### src/lpfr_pkg.sv
// shared types and constants for the length-prefixed frame receiver
// no dependencies; imported by the front, queue, back, top level and bench
package lpfr_pkg;

  // payload buffer geometry
  localparam int BUF_DEPTH = 1024;
  localparam int ADDR_W    = $clog2(BUF_DEPTH);
  localparam int CNT_W     = $clog2(BUF_DEPTH + 1);

  // length prefix is four bytes, most significant first
  localparam int LEN_BYTES = 4;

  // decoupling queue between front and back
  localparam int QDEPTH = 4;
  localparam int QPTR_W = $clog2(QDEPTH);
  localparam int QCNT_W = $clog2(QDEPTH + 1);

  // configuration registers
  localparam int CFG_IDX_W = 1;
  localparam logic [CFG_IDX_W-1:0] CFG_SYNC_BYTE = 1'd0;
  localparam logic [CFG_IDX_W-1:0] CFG_ECHO_BYTE = 1'd1;
  localparam logic [7:0] SYNC_BYTE_RST = 8'h0a;  // newline
  localparam logic [7:0] ECHO_BYTE_RST = 8'h40;  // at sign

  typedef enum logic [1:0] {
    PH_SYNC = 2'd0,
    PH_LEN  = 2'd1,
    PH_PAY  = 2'd2,
    PH_DONE = 2'd3
  } phase_t;

  typedef enum logic [1:0] {
    CMD_RX      = 2'd0,
    CMD_READ    = 2'd1,
    CMD_RELEASE = 2'd2,
    CMD_RESTART = 2'd3
  } cmd_t;

  // one result request as it travels from front to output
  typedef struct packed {
    logic        echo_valid;
    logic [7:0]  echo_value;
    logic        frame_done;
    logic [7:0]  read_data;
    logic        read_ok;
    logic        overflow;
    phase_t      phase;
    logic [31:0] frame_length;
    logic [10:0] byte_count;
  } result_t;

  typedef struct packed {
    logic    valid;
    result_t res;
  } q_push_t;

  typedef struct packed {
    logic              we;
    logic [ADDR_W-1:0] addr;
    logic [7:0]        data;
  } ram_wr_t;

endpackage

### src/lpfr_if.sv
// valid/ready channel interfaces for requests and results
// depends on nothing; payload widths are fixed by the field list
interface lpfr_in_if;
  logic       valid;
  logic       ready;
  logic [1:0] cmd;
  logic [7:0] rx_byte;
  logic [9:0] read_index;

  modport source (output valid, cmd, rx_byte, read_index, input ready);
  modport sink   (input valid, cmd, rx_byte, read_index, output ready);
endinterface


### src/lpfr_front.sv
// front end: accepts requests, runs the phase machine, drives the buffer ram
// depends on lpfr_pkg and lpfr_in_if; pushes finished results to the queue
module lpfr_front import lpfr_pkg::*; (
  input  logic                 clk,
  input  logic                 rst_n,
  lpfr_in_if.sink              in_ch,
  input  logic                 cfg_we,
  input  logic [CFG_IDX_W-1:0] cfg_index,
  input  logic [7:0]           cfg_wdata,
  input  logic [QCNT_W-1:0]    q_count,
  output ram_wr_t              ram_wr,
  output logic [ADDR_W-1:0]    ram_raddr,
  input  logic [7:0]           ram_rdata,
  output q_push_t              q_push
);

  logic [7:0]       sync_byte_r;
  logic [7:0]       echo_byte_r;
  phase_t           phase_r, phase_nxt;
  logic [CNT_W-1:0] count_r, count_nxt;
  logic [31:0]      length_r, length_nxt;
  logic             ovf_r, ovf_nxt;
  logic             stage_valid_r;
  result_t          stage_res_r, res_nxt;

  logic             accept;
  logic [CNT_W-1:0] cnt_inc;
  logic [31:0]      len_shift;
  logic [31:0]      idx_ext;
  logic             echo, done, rok;

  // room for this request plus the one still waiting on ram data
  always_comb begin
    if (stage_valid_r) begin
      in_ch.ready = (q_count < QCNT_W'(QDEPTH - 1));
    end else begin
      in_ch.ready = (q_count < QCNT_W'(QDEPTH));
    end
  end

  assign accept    = in_ch.valid && in_ch.ready;
  assign cnt_inc   = count_r + 1'b1;
  assign len_shift = {length_r[23:0], in_ch.rx_byte};
  assign idx_ext   = 32'(in_ch.read_index);
  assign ram_raddr = ADDR_W'(in_ch.read_index);

  // configuration registers
  always_ff @(posedge clk) begin
    if (!rst_n) begin
      sync_byte_r <= SYNC_BYTE_RST;
      echo_byte_r <= ECHO_BYTE_RST;
    end else if (cfg_we) begin
      case (cfg_index)
        CFG_SYNC_BYTE: sync_byte_r <= cfg_wdata;
        CFG_ECHO_BYTE: echo_byte_r <= cfg_wdata;
        default: ;
      endcase
    end
  end

  // phase machine state
  always_ff @(posedge clk) begin
    if (!rst_n) begin
      phase_r  <= PH_SYNC;
      count_r  <= '0;
      length_r <= '0;
      ovf_r    <= 1'b0;
    end else begin
      phase_r  <= phase_nxt;
      count_r  <= count_nxt;
      length_r <= length_nxt;
      ovf_r    <= ovf_nxt;
    end
  end

  // next state, buffer write and per-request flags
  always_comb begin
    phase_nxt   = phase_r;
    count_nxt   = count_r;
    length_nxt  = length_r;
    ovf_nxt     = ovf_r;
    echo        = 1'b0;
    done        = 1'b0;
    rok         = 1'b0;
    ram_wr.we   = 1'b0;
    ram_wr.addr = count_r[ADDR_W-1:0];
    ram_wr.data = in_ch.rx_byte;
    if (accept) begin
      case (cmd_t'(in_ch.cmd))
        CMD_RX: begin
          case (phase_r)
            PH_SYNC: begin
              if (in_ch.rx_byte == sync_byte_r) begin
                echo      = 1'b1;
                phase_nxt = PH_LEN;
                count_nxt = '0;
              end
            end
            PH_LEN: begin
              length_nxt = len_shift;
              count_nxt  = cnt_inc;
              if (count_r == CNT_W'(LEN_BYTES - 1)) begin
                count_nxt = '0;
                if (len_shift == 32'd0) begin
                  phase_nxt = PH_DONE;
                  done      = 1'b1;
                end else begin
                  phase_nxt = PH_PAY;
                end
              end
            end
            PH_PAY: begin
              if (count_r >= CNT_W'(BUF_DEPTH)) begin
                // buffer full: drop the byte
                ovf_nxt = 1'b1;
              end else begin
                ram_wr.we = 1'b1;
                count_nxt = cnt_inc;
                if (32'(cnt_inc) == length_r) begin
                  phase_nxt = PH_DONE;
                  done      = 1'b1;
                end
              end
            end
            default: ;
          endcase
        end
        CMD_READ: begin
          rok = (phase_r == PH_DONE) && (idx_ext < length_r) &&
                (idx_ext < 32'(BUF_DEPTH));
        end
        CMD_RELEASE: begin
          phase_nxt  = PH_LEN;
          count_nxt  = '0;
          length_nxt = '0;
          ovf_nxt    = 1'b0;
        end
        default: begin
          phase_nxt  = PH_SYNC;
          count_nxt  = '0;
          length_nxt = '0;
          ovf_nxt    = 1'b0;
        end
      endcase
    end
  end

  // result fields as they stand after this request
  always_comb begin
    res_nxt.echo_valid   = echo;
    res_nxt.echo_value   = echo_byte_r;
    res_nxt.frame_done   = done;
    res_nxt.read_data    = 8'd0;
    res_nxt.read_ok      = rok;
    res_nxt.overflow     = ovf_nxt;
    res_nxt.phase        = phase_nxt;
    res_nxt.frame_length = length_nxt;
    res_nxt.byte_count   = 11'(count_nxt);
  end

  // register the result while the ram read completes
  always_ff @(posedge clk) begin
    if (!rst_n) begin
      stage_valid_r <= 1'b0;
    end else begin
      stage_valid_r <= accept;
    end
  end

  always_ff @(posedge clk) begin
    if (accept) begin
      stage_res_r <= res_nxt;
    end
  end

  // merge read data and hand over to the queue
  always_comb begin
    q_push.valid = stage_valid_r;
    q_push.res   = stage_res_r;
    if (stage_res_r.read_ok) begin
      q_push.res.read_data = ram_rdata;
    end
  end

endmodule

### src/flat_wrapper.sv
// flat-port wrapper written by rule: the top's interface ports become plain ports
module lpfr_front_flat import lpfr_pkg::*;
  (clk, rst_n, cfg_we, cfg_index, cfg_wdata, q_count, ram_wr, ram_raddr, ram_rdata, q_push, in_ch_valid, in_ch_cmd, in_ch_rx_byte, in_ch_read_index, in_ch_ready);
  lpfr_in_if in_ch_i ();
  input  logic clk;
  input  logic rst_n;
  input  logic cfg_we;
  input  logic [CFG_IDX_W-1:0] cfg_index;
  input  logic [7:0] cfg_wdata;
  input  logic [QCNT_W-1:0] q_count;
  output ram_wr_t ram_wr;
  output logic [ADDR_W-1:0] ram_raddr;
  input  logic [7:0] ram_rdata;
  output q_push_t q_push;
  input wire logic [$bits(in_ch_i.valid)-1:0] in_ch_valid;
  input wire logic [$bits(in_ch_i.cmd)-1:0] in_ch_cmd;
  input wire logic [$bits(in_ch_i.rx_byte)-1:0] in_ch_rx_byte;
  input wire logic [$bits(in_ch_i.read_index)-1:0] in_ch_read_index;
  output wire logic [$bits(in_ch_i.ready)-1:0] in_ch_ready;
  assign in_ch_i.valid = in_ch_valid;
  assign in_ch_i.cmd = in_ch_cmd;
  assign in_ch_i.rx_byte = in_ch_rx_byte;
  assign in_ch_i.read_index = in_ch_read_index;
  assign in_ch_ready = in_ch_i.ready;
  lpfr_front u_core (.clk(clk), .rst_n(rst_n), .in_ch(in_ch_i), .cfg_we(cfg_we), .cfg_index(cfg_index), .cfg_wdata(cfg_wdata), .q_count(q_count), .ram_wr(ram_wr), .ram_raddr(ram_raddr), .ram_rdata(ram_rdata), .q_push(q_push));
endmodule
### config.mk
export PLATFORM = sky130hd
export DESIGN_NAME = lpfr_front_flat
export DESIGN_NICKNAME = d
export VERILOG_FILES = /design/src/lpfr_pkg.sv /design/src/lpfr_if.sv /design/src/lpfr_front.sv /design/src/flat_wrapper.sv
export SDC_FILE = /design/constraint.sdc
export NUM_CORES = 1
export LEC_CHECK = 0
export BUFFER_PORTS_ARGS = -buffer_cell sky130_fd_sc_hd__clkbuf_2
export CORE_MARGIN = 3
export CORE_UTILIZATION = 48
export DETAILED_ROUTE_END_ITERATION = 12
export PLACE_DENSITY = 0.83
export SLEW_MARGIN = 20
export SYNTH_ARGS = -nofsm -noshare
export SYNTH_HDL_FRONTEND = slang
export SYNTH_SLANG_ARGS = --single-unit
### constraint.sdc
create_clock -name clk -period 2.9 [get_ports clk]
set_clock_uncertainty 0.2 [all_clocks]
set_input_delay 0.145 -clock clk [delete_from_list [all_inputs] [get_ports clk]]
set_output_delay 0.145 -clock clk [all_outputs]
set_load 0.02 [all_outputs]
==> summary.md, run 1 <==
| Metric | Value |
|---|---|
| First-pass GRT wire length | `23.48 mm` |
| N_diodes | `0` |
| WL final | `14.87 mm` |
| CP endpoint kind | `flop` |
| # Max-Cap Violations | `0` |
| Core Rows | `38` |
| Die width | `113.8 µm` |
| Final hold viol count | `0` |
| DRC violations left | `0` |
| Nets | `741` |
| Ys async rst share | `0%` |
| GPL Wtd Cong | `0.9200` |
| Slew Viols, Final | `0` |
| Initial antenna violation count | `0` |
| ANT nets after route | `0` |
| Top-area cell type share of the netlist area | `30.66%` |
| Synth Instances | `533` |
| Status | `complete, no violations` |
| Worst Path Arrival | `2.82 ns` |
| Crit path required time | `2.97 ns` |
| Pin count of the biggest net entering global routing | `46` |
| DP Worst Slack | `-0.009281 ns` |
| Most common cell after layout, fill and taps aside | `clkbuf_2` |
| Clk slew on worst S/H paths | `0.06 ns` |
| Initial DRC count | `315` |
| First-pass DRT Iterations | `6` |
| Worst Hold Class | `in2reg` |
| Cell at the root of the clock tree | `clkbuf_16` |
| Ports | `140` |
| Leakage | `3.068 nW` |
| Crit path time final | `2.744 ns` |
| Longest Clk Path Bufs | `2` |
| Fill cells | `850` |
| Via count | `4,739` |
| Main synth FF type | `dfxtp_1` |
| Mean area per synthesized cell | `10.47 µm²` |
| CP max FO | `3` |
| Core area | `11,080 µm²` |
| Most frequent cells in the layout | `clkbuf_2, dfxtp_1, edfxtp_1, and2_1, nand2_1` |
| Grt ovf | `0` |
| Pwr Total | `4.237 mW` |
| Critical path class | `reg2reg` |
| Layout cells sized above 1 | `30.69%` |
| Port Buf Inserts | `139` |
| Clock sink count | `120` |
| GRT Total Usage | `23.13%` |
| PD cells | `584.9 nW/µm²` |
| Max-slew headroom | `64.23%` |
| Setup-failing EPs final | `0` |
| Yosys reg bits | `120` |
| Wirelength per Cell | `17.83 µm` |
| Final Cycle Share | `94.61%` |
| Crit start category | `flop` |
| Vias in the first global route | `4,676` |
| Mapped Nets | `593` |
| Largest area contributor in the netlist | `edfxtp_1` |
| Die Area | `12,960 µm²` |
| Skew-Pair Late Insertion Delay | `0.42 ns` |
| EDFF count, synth | `57` |
| Synth warn | `0` |
| Die height | `113.8 µm` |
| Max VDD drop | `0.0004633 V` |
| Synthesized area | `5583 µm²` |
| Cts bufs inserted | `17` |
| RSZ-0062 raised after global routing | `true` |
| Worst setup margin | `0.1564 ns` |
| Initial Util | `50.40%` |
| CTS tree | `built` |
| H-tree Lvls | `4` |
| Sequential fraction of the synthesis area | `53.25%` |
| Area growth syn-to-layout | `29.76%` |
| Drt via density | `5.682` |
| Slew of the pin with the lowest slew margin | `0.5366 ns` |
| Largest cells by area after synthesis | `edfxtp_1, dfxtp_1, and2_1` |
| Cell variety after synth | `55` |
| Final HPWL DP | `10.20 mm` |
| Maximum operating frequency | `0.3645 GHz` |
-- cells in the mapped netlist, drive strengths merged, types with 9 or more instances --
cell and count:
dfxtp 63, edfxtp 57, and2 50, nand2 45, buf 39, a22o 32
a21oi 28, inv 23, nor2 22, nand3 19, clkbuf 17, ha 16
o21ai 13, nor4 12, xor2 12, a31oi 9
-- through the flow --
step / hold slack (ns) / utilization, % / instances / instance area [µm²] / TNS, ns
floorplan: 0.06897 / - / 533 / 5605 / 0
global placement: 0.1880 / 56.73 / 776 / 6285 / 0
detailed placement: 0.1960 / 56.73 / 776 / 6285 / -0.009281
CTS: 0.03647 / 64.68 / 832 / 7166 / 0
global route: 0.07545 / 65.39 / 834 / 7244 / -0.01423
finish: 0.07844 / 65.39 / 834 / 7244 / 0
-- final cells by class --
type	count	area, µm²	area share [%]
clock inverter	6	47.55	0.6563
timing repair buffer	185	1101	15.20
multi-input combinational	333	2275	31.40
sequential	120	2978	41.11
clock buffer	26	574.3	7.927
inverter	24	93.84	1.295
tap	140	175.2	2.418
-- final timing paths --
check / from / to / slack, ns / cells past startpoint
worst max register to register: u_core.count_r[0] / u_core.q_push[55] / 0.16 / 11
worst min register to register: u_core.echo_byte_r[5] / u_core.q_push[61] / 0.24 / 0
worst max-delay path: u_core.count_r[0] / u_core.q_push[55] / 0.16 / 11
worst min-delay path: in_ch_cmd[0] / u_core.q_push[46] / 0.08 / 3
-- where the power goes --
group | switching [mW] | internal [mW] | total [mW] | leakage (nW)
Clock | 0.755 | 1.37 | 2.13 | 0.304
Sequential | 0.0164 | 1.81 | 1.82 | 1.07
Combinational | 0.182 | 0.104 | 0.286 | 1.70
-- worst max-delay path: stages, from the launching register on --
cell and delay [ns]:
dfxtp_4 0.35, ha_4 0.14, nand3_4 0.07, nor3_4 0.23
nand3_2 0.13, ha_4 0.31, xnor2_2 0.10, nand4_1 0.11
a311o_1 0.38, a2111oi_4 0.20, o2111ai_2 0.21, a21oi_1 0.18
-- routing by layer --
| layer | GRT usage [%] | part of all wire, % | wire length (µm) | vias up |
|---|---|---|---|---|
| li1 | - | - | - | 2187 |
| met1 | 29.03 | 42 | 6205 | 2249 |
| met2 | 38.32 | 48 | 7112 | 260 |
| met3 | 5.729 | 7.4 | 1094 | 43 |
| met4 | 9.501 | 3.1 | 460 | 0 |
| met5 | 0 | 0 | 0 | - |
-- timing repair --
action,CTS,global route
buffers inserted,0,2
gates resized for setup,2,10
pin swaps,2,8
setup endpoints to repair,1,3
hold buffers,24,0
hold endpoints to repair,32,0
-- sequential cells by signal, indices dropped and copies added, names as in the netlist --
name                  flops
u_core.count_r           11
u_core.echo_byte_r        8
u_core.length_r          32
u_core.ovf_r              1
u_core.phase_r            2
u_core.q_push            57
u_core.stage_valid_r      1
u_core.sync_byte_r        8
-- logic make-up (layout without fill, tap and decap cells) --
kind of cell / count (synthesis) / after routing / share of synthesized area (%)
adder cells (fa/ha/maj): 16 / 16 / 3.586
flip-flops: 120 / 120 / 53.25
AND/OR/NAND/NOR: 186 / 186 / 17.84
buffers and inverters: 80 / 241 / 7.777
AO/OA/AOI/OAI: 111 / 111 / 14.41
XOR/XNOR: 20 / 20 / 3.138
(Power assumes the default switching activity.)
==> inputs of run 2 (changes only) <==
--- a/config.mk
+++ b/config.mk
@@ -12,2 +12,3 @@
 export PLACE_DENSITY = 0.83
+export RECOVER_POWER = 25
 export SLEW_MARGIN = 20
--- a/constraint.sdc
+++ b/constraint.sdc
@@ -4,2 +4,2 @@
 set_output_delay 0.145 -clock clk [all_outputs]
-set_load 0.02 [all_outputs]
+set_load 0.05 [all_outputs]
==> summary.md, run 2 (synthesis gave the netlist of run 1 again) <==
| Metric | Value |
|---|---|
| Max VDD drop | `0.0003752 V (was 0.0004633 V)` |
| Status | `finished, violations left (was complete, no violations)` |
| Clock sink count | `120 (unchanged)` |
| GRT Total Usage | `22.37% (was 23.13%)` |
| Inst Count DP | `773 (was 776)` |
| CP endpoint kind | `flop (unchanged)` |
| # Max-Cap Violations | `0 (unchanged)` |
| DP Worst Slack | `-0.06612 ns (was -0.009281 ns)` |
| Comb power frac | `9.1% (was 6.7%)` |
| ANT nets after route | `0 (unchanged)` |
| Wirelength per Cell | `17.85 µm (was 17.83 µm)` |
| Cell at the root of the clock tree | `clkbuf_16 (unchanged)` |
| RSZ-0062 raised after global routing | `true (unchanged)` |
| N_diodes | `0 (unchanged)` |
| Slew of the pin with the lowest slew margin | `0.7378 ns (was 0.5366 ns)` |
| Worst setup margin | `-0.03252 ns (was 0.1564 ns)` |
| Via count | `4,663 (was 4,739)` |
| Reg2reg end | `u_core.q_push[43] (was u_core.q_push[55])` |
| Grt ovf | `0 (unchanged)` |
| Final HPWL DP | `10.11 mm (was 10.20 mm)` |
| Core Rows | `38 (unchanged)` |
| Ports | `140 (unchanged)` |
| CP max FO | `3 (unchanged)` |
| Layout Cells excl Fill | `828 (was 834)` |
| Depth of the most critical reg-to-reg path | `11 (unchanged)` |
| Most frequent cells in the layout | `clkbuf_2, dfxtp_1, edfxtp_1, clkbuf_1, and2_1 (was clkbuf_2, dfxtp_1, edfxtp_1, and2_1, nand2_1)` |
| PD cells | `589.2 nW/µm² (was 584.9 nW/µm²)` |
| Crit path time final | `2.933 ns (was 2.744 ns)` |
| Die width | `113.8 µm (unchanged)` |
| R2r startpoint | `u_core.count_r[1] (was u_core.count_r[0])` |
| Final Cycle Share | `101.1% (was 94.61%)` |
| Core area | `11,080 µm² (unchanged)` |
| First-pass GRT wire length | `22.69 mm (was 23.48 mm)` |
| Final hold viol count | `0 (unchanged)` |
| CTS tree | `built (unchanged)` |
| Crit start category | `flop (unchanged)` |
| Pin count of the biggest net entering global routing | `46 (unchanged)` |
| Worst Path Arrival | `2.98 ns (was 2.82 ns)` |
| Clock Power Share | `47.2% (was 50.2%)` |
| Vias in the first global route | `4,518 (was 4,676)` |
| Sw Pwr | `1.064 mW (was 953.4 µW)` |
| Longest Clk Path Bufs | `2 (unchanged)` |
| Initial Util | `50.40% (unchanged)` |
| WL final | `14.78 mm (was 14.87 mm)` |
| DRC violations left | `0 (unchanged)` |
| WHS Path Cells | `4 (was 3)` |
| Initial antenna violation count | `0 (unchanged)` |
| Worst Hold Class | `in2reg (unchanged)` |
| Skew-Pair Late Insertion Delay | `0.41 ns (was 0.42 ns)` |
| Layout cells sized above 1 | `23.11% (was 30.69%)` |
| Drt via density | `5.632 (was 5.682)` |
| H-tree Lvls | `4 (unchanged)` |
| Max-slew headroom | `50.70% (was 64.23%)` |
| Setup-failing EPs final | `1 (was 0)` |
| Reg-to-reg slack, setup | `-0.03 ns (was 0.16 ns)` |
| GPL Wtd Cong | `0.9349 (was 0.9200)` |
| Crit path required time | `2.94 ns (was 2.97 ns)` |
| Cts bufs inserted | `17 (unchanged)` |
| Pwr Total | `4.174 mW (was 4.237 mW)` |
| Sequential Power Share | `43.7% (was 43.1%)` |
| Largest register FFs | `57 (unchanged)` |
| Failing checks | `setup timing` |
| Clk slew on worst S/H paths | `0.06 ns (about the same)` |
| Initial DRC count | `368 (was 315)` |
| Maximum operating frequency | `0.3410 GHz (was 0.3645 GHz)` |
| Critical path origin | `u_core.count_r[1] (was u_core.count_r[0])` |
| CP Capture Point | `u_core.q_push[43] (was u_core.q_push[55])` |
| Slew Viols, Final | `0 (unchanged)` |
| Nets | `735 (was 741)` |
| Hold slack | `0.06233 ns (was 0.07844 ns)` |
| Die Area | `12,960 µm² (unchanged)` |
| Leakage | `2.846 nW (was 3.068 nW)` |
| Die height | `113.8 µm (unchanged)` |
| Port Buf Inserts | `139 (unchanged)` |
| Area growth syn-to-layout | `26.89% (was 29.76%)` |
| Pint | `3.110 mW (was 3.284 mW)` |
| First-pass DRT Iterations | `6 (unchanged)` |
| Switching Fraction | `25.48% (was 22.50%)` |
| Final Util | `63.95% (was 65.39%)` |
| Most common cell after layout, fill and taps aside | `clkbuf_2 (unchanged)` |
| Critical path class | `reg2reg (unchanged)` |
[run 2: cell types whose count changed in the layout (fill, tap and decap cells not counted), sizes merged]
cell and change:
clkbuf -7, buf -4, bufinv +1, clkinvlp +3, inv +3, dlygate4sd3 -2
[run 2: stage by stage]
step / area [µm²] / setup TNS, ns
finish: 7084 / -0.03252
floorplan: 5614 / 0
CTS: 7063 / 0
global placement: 6271 / 0
detailed placement: 6276 / -0.1521
global route: 7084 / -0.3600
[run 2: power by group through the flow]
stage	combinational [mW]	clock, mW	sequential [mW]
after floorplan	0.176	0	1.95
after global placement	0.355	0	1.86
after detailed placement	0.360	0	1.86
after CTS	0.385	2.00	1.82
after global routing	0.402	2.08	1.83
final	0.379	1.97	1.82
[run 2: routing by layer]
layer  routed length (µm)  vias to the layer above  track usage [%]
li1                     -                     2183                -
met1                 5996                     2175            27.98
met2                 6969                      259            36.36
met3                 1392                       46            6.313
met4                  422                        0            9.660
met5                    0                        -                0
[run 2: worst min-delay path by stage]
| stage | start | end | slack, ns |
|---|---|---|---|
| after floorplan | cfg_wdata[1] | u_core.sync_byte_r[1] | 0.07 |
| after global placement | cfg_wdata[3] | u_core.sync_byte_r[3] | 0.19 |
| after detailed placement | cfg_wdata[7] | u_core.sync_byte_r[7] | 0.20 |
| after CTS | q_count[1] | u_core.stage_valid_r | 0.04 |
| after global routing | in_ch_cmd[0] | u_core.q_push[46] | 0.07 |
| final | q_count[1] | u_core.stage_valid_r | 0.06 |
[run 2: layout make-up]
class	count	area, µm²
clock buffers	19	442.9
fillers	870	3994
flip-flops and latches	120	2975
repair buffers	179	985.9
well taps	140	175.2
inverters	24	93.84
clock inverters	13	118.9
multi-input cells	333	2292
[run 2: worst max-delay path, stage by stage, from the launching register on]
cell and delay, ns:
dfxtp_2 0.35, ha_4 0.16, nand3_4 0.09, nor3_4 0.23
nand3_2 0.13, ha_4 0.31, xnor2_2 0.10, nand4_1 0.11
a311o_1 0.39, a2111oi_4 0.23, o2111ai_2 0.26, a21oi_1 0.22
[run 2: timing repair]
action                                  in CTS  in global routing
pin swaps                                    1                  9
hold endpoints to repair                    37                  0
cloned                                       0                  0
gates resized for setup                      1                 11
buffers inserted                             0                  1
hold buffers                                22                  0
endpoints found under the setup margin       3                  3
==> inputs of run 3 (changes only) <==
Settings changed: PLACE_DENSITY 0.83 to 0.76.
==> summary.md, run 3 (synthesis gave the netlist of run 1 again) <==
| Metric | Value |
|---|---|
| First-pass GRT wire length | `22.89 mm (was 22.69 mm)` |
| Worst Hold Class | `in2reg (unchanged)` |
| Fill cells | `877 (was 870)` |
| Via count | `4,630 (was 4,663)` |
| RSZ-0062 raised after global routing | `true (unchanged)` |
| WL final | `14.59 mm (was 14.78 mm)` |
| Nets | `737 (was 735)` |
| Port Buf Inserts | `139 (unchanged)` |
| GRT Total Usage | `22.68% (was 22.37%)` |
| CTS tree | `built (unchanged)` |
| N_diodes | `0 (unchanged)` |
| CP endpoint kind | `flop (unchanged)` |
| Core area | `11,080 µm² (unchanged)` |
| Vias in the first global route | `4,513 (was 4,518)` |
| GPL Wtd Cong | `0.8993 (was 0.9349)` |
| Pin count of the biggest net entering global routing | `46 (unchanged)` |
| Setup-failing EPs final | `0 (was 1)` |
| Clk slew on worst S/H paths | `0.06 ns (about the same)` |
| DP Worst Slack | `-0.05342 ns (was -0.06612 ns)` |
| Ports | `140 (unchanged)` |
| Initial Util | `50.40% (unchanged)` |
| Worst Path Arrival | `2.90 ns (was 2.98 ns)` |
| Crit path cell chain | `ha_4 > nand3_4 > nor3_4 > nand3_2 > ha_4 > xnor2_2 > nand4_1 > a311o_1 > a2111oi_4 > o2111ai_2 > a21oi_1 (unchanged)` |
| Total setup buffers inserted after CTS | `0 (unchanged)` |
| Initial DRC count | `257 (was 368)` |
| Die height | `113.8 µm (unchanged)` |
| Most frequent cells in the layout | `clkbuf_2, dfxtp_1, edfxtp_1, clkbuf_1, and2_1 (unchanged)` |
| Initial antenna violation count | `0 (unchanged)` |
| Crit-path slowest cell | `a311o_1 (unchanged)` |
| Final Cell Area | `7099 µm² (was 7084 µm²)` |
| Leakage | `2.857 nW (was 2.846 nW)` |
| Crit start category | `flop (unchanged)` |
| Largest register FFs | `57 (unchanged)` |
| Setup TNS | `0 ns (was -0.03252 ns)` |
| Longest Clk Path Bufs | `2 (unchanged)` |
| Maximum operating frequency | `0.3522 GHz (was 0.3410 GHz)` |
| Pint | `3.196 mW (was 3.110 mW)` |
| Cell family with most CP delay | `compound AO/OA/AOI/OAI gates (unchanged)` |
| Final Util | `64.08% (was 63.95%)` |
| Worst setup margin | `0.06040 ns (was -0.03252 ns)` |
| H-tree Lvls | `4 (unchanged)` |
| Skew-Pair Late Insertion Delay | `0.42 ns (was 0.41 ns)` |
| Max VDD drop | `0.0003496 V (was 0.0003752 V)` |
| Switching Fraction | `25.38% (was 25.48%)` |
| Slowest cell delay on critical path | `0.39 ns (about the same)` |
| # Max-Cap Violations | `0 (unchanged)` |
| Wirelength per Cell | `17.58 µm (was 17.85 µm)` |
| ANT nets after route | `0 (unchanged)` |
| Area growth syn-to-layout | `27.16% (was 26.89%)` |
| DRC violations left | `0 (unchanged)` |
| Slew Viols, Final | `0 (unchanged)` |
| Final HPWL DP | `10.06 mm (was 10.11 mm)` |
| Slew of the pin with the lowest slew margin | `0.6741 ns (was 0.7378 ns)` |
| Layout cells sized above 1 | `22.17% (was 23.11%)` |
| Final Cycle Share | `97.92% (was 101.1%)` |
| Status | `complete, no violations (was finished, violations left)` |
| Cell mode on critical path | `ha_4 (unchanged)` |
| CP max FO | `3 (unchanged)` |
| PD cells | `603.3 nW/µm² (was 589.2 nW/µm²)` |
| Grt ovf | `0 (unchanged)` |
| Dpl cell area | `6279 µm² (was 6276 µm²)` |
| Most common cell after layout, fill and taps aside | `clkbuf_2 (unchanged)` |
| Critical path class | `reg2reg (unchanged)` |
| Sw Pwr | `1.087 mW (was 1.064 mW)` |
| Worst path bufs/invs | `0 (unchanged)` |
| Die width | `113.8 µm (unchanged)` |
| Cell at the root of the clock tree | `clkbuf_16 (unchanged)` |
| Drt via density | `5.578 (was 5.632)` |
| Crit path required time | `2.96 ns (was 2.94 ns)` |
| Final hold viol count | `0 (unchanged)` |
| Comb power frac | `8.8% (was 9.1%)` |
| Sequential Power Share | `42.6% (was 43.7%)` |
| Clock sink count | `120 (unchanged)` |
| Max-slew headroom | `55.25% (was 50.70%)` |
| Crit path time final | `2.840 ns (was 2.933 ns)` |
| Cts bufs inserted | `17 (unchanged)` |
| Clock Power Share | `48.6% (was 47.2%)` |
| First-pass DRT Iterations | `6 (unchanged)` |
| Core Rows | `38 (unchanged)` |
| Die Area | `12,960 µm² (unchanged)` |
==> run 3: cell types whose count changed in the layout (fill, tap and decap cells not counted), moves of 2 or more <==
cell           change
clkbuf_1           +2
clkbuf_2           -3
clkinv_1           +2
clkinvlp_4         -2
dlygate4sd3_1      +2
==> run 3: power groups by stage <==
| stage | Combinational (mW) | Clock, mW | Sequential (mW) |
|---|---|---|---|
| after floorplan | 0.176 | 0 | 1.95 |
| final | 0.377 | 2.08 | 1.82 |
| after global routing | 0.402 | 2.18 | 1.83 |
| after CTS | 0.386 | 2.10 | 1.82 |
| after detailed placement | 0.360 | 0 | 1.86 |
| after global placement | 0.355 | 0 | 1.86 |
==> run 3: worst register-to-register path, delay by kind of cell (launching register included) <==
family          cells  cell delay (ns)
compound gates      4             1.04
xor+xnor            1             0.10
simple gates        4             0.54
fa+ha+maj           2             0.47
flops               1             0.36
==> run 3: timing repair <==
item                                   CTS  global route
gates resized for setup                  1            10
endpoints found under the hold margin   37             0
gates cloned                             0             0
hold buffers                            24             0
pin swaps                                2             7
setup endpoints to repair                1             3
==> run 3: per-stage QoR <==
| stage | hold WS [ns] | cells | power, mW |
|---|---|---|---|
| final | 0.06199 | 830 | 4.283 |
| after global routing | 0.06239 | 830 | 4.414 |
| after CTS | 0.03614 | 830 | 4.311 |
| after detailed placement | 0.2006 | 774 | 2.220 |
| after global placement | 0.1916 | 774 | 2.213 |
| after floorplan | 0.06897 | 533 | 2.125 |
==> run 3: cell type report <==
class,count,area [µm²],area share [%]
inverter,24,93.84,1.322
clock buffer,18,439.2,6.186
sequential,120,2975,41.91
clock inverter,14,145.1,2.044
multi-input combinational,333,2268,31.95
timing repair buffer,181,1002,14.12
tap,140,175.2,2.467
==> run 3: worst paths after layout <==
path | startpoint | endpoint | slack [ns] | cells after the start
hold / removal | in_ch_cmd[0] | u_core.q_push[46] | 0.06 | 3
setup / recovery | u_core.count_r[0] | u_core.q_push[43] | 0.06 | 11
hold reg to reg | u_core.echo_byte_r[3] | u_core.q_push[59] | 0.24 | 0
setup reg to reg | u_core.count_r[0] | u_core.q_push[43] | 0.06 | 11
==> run 3: metal layers <==
metal	GRT usage (%)	up-vias	share of wire [%]	wire length, µm
li1	-	2192	-	-
met1	27.12	2164	42	6089
met2	37.61	242	48	6994
met3	6.154	32	8.0	1163
met4	11.56	0	2.4	344
met5	0	-	0	0
